`config.mk`:
```
export PLATFORM = sky130hd
export DESIGN_NAME = rlv_mul
export DESIGN_NICKNAME = d
export VERILOG_FILES = /design/src/hw/rtl/rlv_mul.sv
export SDC_FILE = /design/constraint.sdc
export NUM_CORES = 2
export LEC_CHECK = 0
export ABC_AREA = 1
export ABC_CLOCK_PERIOD_IN_PS = 8700
export BUFFER_PORTS_ARGS = -buffer_cell sky130_fd_sc_hd__clkbuf_2
export CORE_ASPECT_RATIO = 1.5
export CORE_MARGIN = 2
export CORE_UTILIZATION = 55
export DETAILED_ROUTE_END_ITERATION = 16
export PLACE_DENSITY = 0.77
export SETUP_SLACK_MARGIN = 0.5
export SYNTH_ARGS = -nofsm -noshare
export SYNTH_HDL_FRONTEND = slang
export SYNTH_SLANG_ARGS = --single-unit
```
`constraint.sdc`:
```
create_clock -name clk_i -period 8.7 [get_ports clk_i]
set_clock_uncertainty 0.2 [all_clocks]
set_input_delay 0.87 -clock clk_i [delete_from_list [all_inputs] [get_ports clk_i]]
set_output_delay 0.87 -clock clk_i [all_outputs]
set_load 0.01 [all_outputs]
```
`src/hw/rtl/rlv_mul.sv`:
```
// Signed multiplier cut into 32-bit chunks: partial products, row sums,
// final sum. Three register stages, all held while en_i is low.
module rlv_mul #(
  parameter int unsigned WA = 32,
  parameter int unsigned WB = 32
) (
  input  logic                    clk_i,
  input  logic                    en_i,
  input  logic signed [WA-1:0]    a_i,
  input  logic signed [WB-1:0]    b_i,
  output logic signed [WA+WB-1:0] p_o
);

  localparam int unsigned NA = (WA + 31) / 32;
  localparam int unsigned NB = (WB + 31) / 32;
  localparam int unsigned PW = WA + WB;

  logic signed [32*NA-1:0] ax;
  logic signed [32*NB-1:0] bx;
  logic signed [32:0]      ca [NA];
  logic signed [32:0]      cb [NB];
  logic signed [65:0]      pp_d [NA][NB];
  logic signed [65:0]      pp_q [NA][NB];
  logic signed [PW-1:0]    row_d [NA];
  logic signed [PW-1:0]    row_q [NA];
  logic signed [PW-1:0]    p_d;
  logic signed [PW-1:0]    p_q;

  assign ax = (32*NA)'(a_i);
  assign bx = (32*NB)'(b_i);

  // lower chunks are unsigned, the top chunk carries the sign
  always_comb begin
    for (int i = 0; i < NA; i++) begin
      ca[i] = (i == NA - 1) ? {ax[32*i+31], ax[32*i +: 32]} : {1'b0, ax[32*i +: 32]};
    end
    for (int j = 0; j < NB; j++) begin
      cb[j] = (j == NB - 1) ? {bx[32*j+31], bx[32*j +: 32]} : {1'b0, bx[32*j +: 32]};
    end
    for (int i = 0; i < NA; i++) begin
      for (int j = 0; j < NB; j++) begin
        pp_d[i][j] = ca[i] * cb[j];
      end
    end
  end

  always_comb begin
    for (int i = 0; i < NA; i++) begin
      row_d[i] = '0;
      for (int j = 0; j < NB; j++) begin
        row_d[i] = row_d[i] + (PW'(pp_q[i][j]) << (32 * j));
      end
    end
  end

  always_comb begin
    p_d = '0;
    for (int i = 0; i < NA; i++) begin
      p_d = p_d + (row_q[i] << (32 * i));
    end
  end

  always_ff @(posedge clk_i) begin
    if (en_i) begin
      pp_q  <= pp_d;
      row_q <= row_d;
      p_q   <= p_d;
    end
  end

  assign p_o = p_q;

endmodule

```
# Word level (Yosys, flattened, before mapping)
# Index checks and enable logic that the tools add are counted.
[word_totals] reg_bits=192 word_cells=4 out_inout_bits=64
[classes] n_mul=1
[ops] op="32-bit by 32-bit multiplier with 64-bit output" count=1

# Logic depth before layout (Yosys ltp)
[logic_depth] depth_word=1 depth_mapped=31 ltp_nobuf=30

# Worst setup path after synthesis
# Ideal clock, no wire load.
[synth_path] kind="input-to-reg" start="input a_i[31]" end="register pp_q[57] in the netlist's numbering, data pin" slack_ns=0.803 arrival_ns=7.444 stages=27 setup_time_ns=0.253 cell_sequence="clkbuf_1 nand2_1 inv_1 fa_1 inv_1 fa_1 inv_1 fa_1 fa_1 inv_1 fa_1 inv_1 fa_1 inv_1 fa_1 inv_1 fa_1 ha_1 a21oi_1 nor2_1 nor2_1 nor2_1 or2_0 nor2_1 nand3_1 nand2_1 nand2_1"
[synth_lines] element="start, declared" line="9" source="input logic signed [WA-1:0] a_i,"
[synth_lines] element="end signal, assigned" line="65" source="pp_q <= pp_d;"
[synth_lines] element="end, declared" line="23" source="logic signed [65:0] pp_q [NA][NB];"

==> results.tsv <==
stage	metric	value	unit
clock_tree	insertion_delay	0.44	ns
critical_path	crit_chain	clkbuf_2 > buf_4 > nand2_1 > inv_1 > fa_1 > fa_1 > inv_1 > fa_1 > fa_1 > inv_1 > fa_1 > fa_1 > fa_1 > fa_1 > ha_1 > a21oi_1 > o21bai_1 > a21oi_1 > nand2_1 > a21oi_1 > nand2_1 > nand2_1 > nand2_1	
clock_tree	cts_hold_buf	0	
placed_design	pre_cts_ws	0.343	ns
floorplan	io_pins	130	
yosys	syn_nets	6516	
timing	finalHoldViolations	0	
detailed_routing	drtPass1Iterations	8	
clock_tree	post_cts_buffers	0	
hold_path	hold_class	register to register	
detailed_routing	wl_per_cell	18.6	microns
critical_path	crit_path_frequent_cell	fa_1	
yosys	synth_most_common_cell	inv_1	
clock_tree	clk_root_buffer_cell	clkbuf_16	
detailed_routing	vias	32800	
detailed_routing	drc	0	
yosys	ys_seq_area_frac	0.130	
placed_design	dpl.hpwl	101000	microns
critical_path	r2r_cells	0	
clock_tree	h-tree-depth	4	
timing	period_minus_slack	7.93	ns
yosys	synthCells	5184	
critical_path	cp.depth	23	
critical_path	crit_fanout	26	
grt	grt_pass1_wl	191000	microns
timing	maxClockFrequency	126	MHz
detailed_routing	drt-total-wl	117000	microns
critical_path	critical_path_arrival	7.92	ns
yosys	synth_area_leaders	fa_1, inv_1, edfxtp_1	
critical_path	cp_slowest_cell	fa_1	
clock_tree	clock_sinks	192	
yosys	synth_top_area_frac	0.487	
clock_tree	cts.clk_slew.worst_paths	0.07	ns
grt	grt_pass1_vias	37000	
yosys	ys_seq_elements	192	
critical_path	crit_family	adder cells	
timing	rsz0062_at_grt	true	
yosys	synthArstFlopShare	0	
critical_path	start_kind	input port	
floorplan	die-area	83200	sq um
floorplan	fp.dieW	236	microns
yosys	ys.flop_type	edfxtp_1	
timing	fin_crit_sh	0.911	
clock_tree	cts_tree	yes	
finish	fillCellCount	6855	
grt	overflow	0	
status	status	completed	
yosys	synth_edf_count	192	
detailed_routing	drtIter0Drc	2015	
yosys	synth_area	44500	sq um
finish	layout-drive-gt1-share	0.0626	
floorplan	die_h	352	microns
detailed_routing	antenna_left	0	
floorplan	initial_core_util	0.556	
critical_path	crit_type	input port to register	
floorplan	num_rows	127	
yosys	synthTopCellsByCount	inv_1, nand2_1, fa_1	
timing	tns	0	ns
finish	syn_to_final_growth	5.98	%
timing	worst_slew_pin_slew	1.15	ns
clock_tree	cts_buffers	17	
placed_design	port_buffers	129	
grt	grt_max_degree	105	
timing	drv_slew	0	
grt	antenna_found_initial	4	
hold_path	holdPathStages	0	
clock_tree	ctsResizeCount	0	
yosys	yosys.cell_types.count	34	
critical_path	crit_path_end_kind	register	
timing	setup_slack	0.772	ns
timing	setup_viol	0	
finish	nets	6575	
yosys	synth.largest_area_cell	fa_1	
yosys	syn_avg_cell_area	8.57	sq um
job	drv_cap	0	
critical_path	cpPeakStageDelay	0.60	ns
detailed_routing	viasPerCell	5.21	
timing	slew_headroom	0.233	
critical_path	cp.buffers_inverters	5	
floorplan	core-area	79900	sq um
clock_tree	cts_buffer_depth	2	
grt	globalRouteTotalUtil	0.297	
placed_design	gp_congestion	0.950	
yosys	ys_warn_count	0	
critical_path	crit_required	8.69	ns
==> cells in the final DEF (no fill, tap or decap), types with 3 or more instances in the layout <==
cell       instances
buf_4             97
or2_2              7
nand3_2            5
inv_1           1666
inv_2              6
nand2_1         1452
xnor2_1            6
nor2_1           112
inv_6              5
o21bai_1          11
buf_12             6
o21ai_1            3
diode_2            3
nor2_2            20
nand3_1           70
o21ai_0           19
fa_1            1082
edfxtp_1         192
a21oi_1           60
clkbuf_16         17
nor3_2             3
nand4_1           17
ha_1             184
xor2_1            32
clkbuf_2         128
nand3b_1           4
nor3_1             7
nand2_2           18
==> stage by stage <==
step	util	area, sq um	std cells	hold slack (ns)
2_1_floorplan	-	44500	5184	0.200
3_3_place_gp	0.582	46500	6256	0.200
3_5_place_dp	0.582	46500	6256	0.205
4_1_cts	0.589	47100	6288	0.216
5_1_grt	0.589	47100	6290	0.217
6_report	0.589	47100	6291	0.215
==> cell families (layout without fill, tap and decap cells) <==
logic type,Yosys count,after routing,synth area share
fa+ha+maj,1266,1266,0.539
flops,192,192,0.130
xor+xnor,38,38,0.00749
compound gates,99,99,0.0121
buf+inv,1864,1936,0.157
simple gates,1725,1725,0.154
other cells,0,3,0
==> flip-flops by register name (all words and copies together) (netlist names) <==
register,cells
p_o,64
pp_q,64
row_q,64
==> layout make-up <==
type | count | area, sq um | area share
Multi-Input combinational cell | 3128 | 31700 | 0.673
Clock inverter | 14 | 145 | 0.00308
Tap cell | 1032 | 1290 | 0.0274
Antenna cell | 3 | 7.51 | 0.000159
Sequential cell | 192 | 5770 | 0.122
Inverter | 1672 | 6280 | 0.133
Clock buffer | 18 | 429 | 0.00911
Timing Repair Buffer | 232 | 1500 | 0.0319
==> final timing paths <==
kind | start | to | slack, ns
worst min-delay path | row_q[44] | p_o[44] | 0.22
worst max-delay path | a_i[26] | pp_q[61] | 0.77
worst min register to register | row_q[44] | p_o[44] | 0.22
worst max register to register | pp_q[44] | row_q[44] | 7.65
==> routing by layer <==
metal / wire length (microns) / GRT usage / up-vias
li1: - / - / 14500
met1: 38900 / 0.317 / 16400
met2: 60400 / 0.537 / 1361
met3: 6390 / 0.0333 / 542
met4: 11100 / 0.229 / 0
met5: 0 / 0 / -
Power is not shown: default switching activity piles up to over one toggle a cycle in this logic, so the estimate is an artifact.
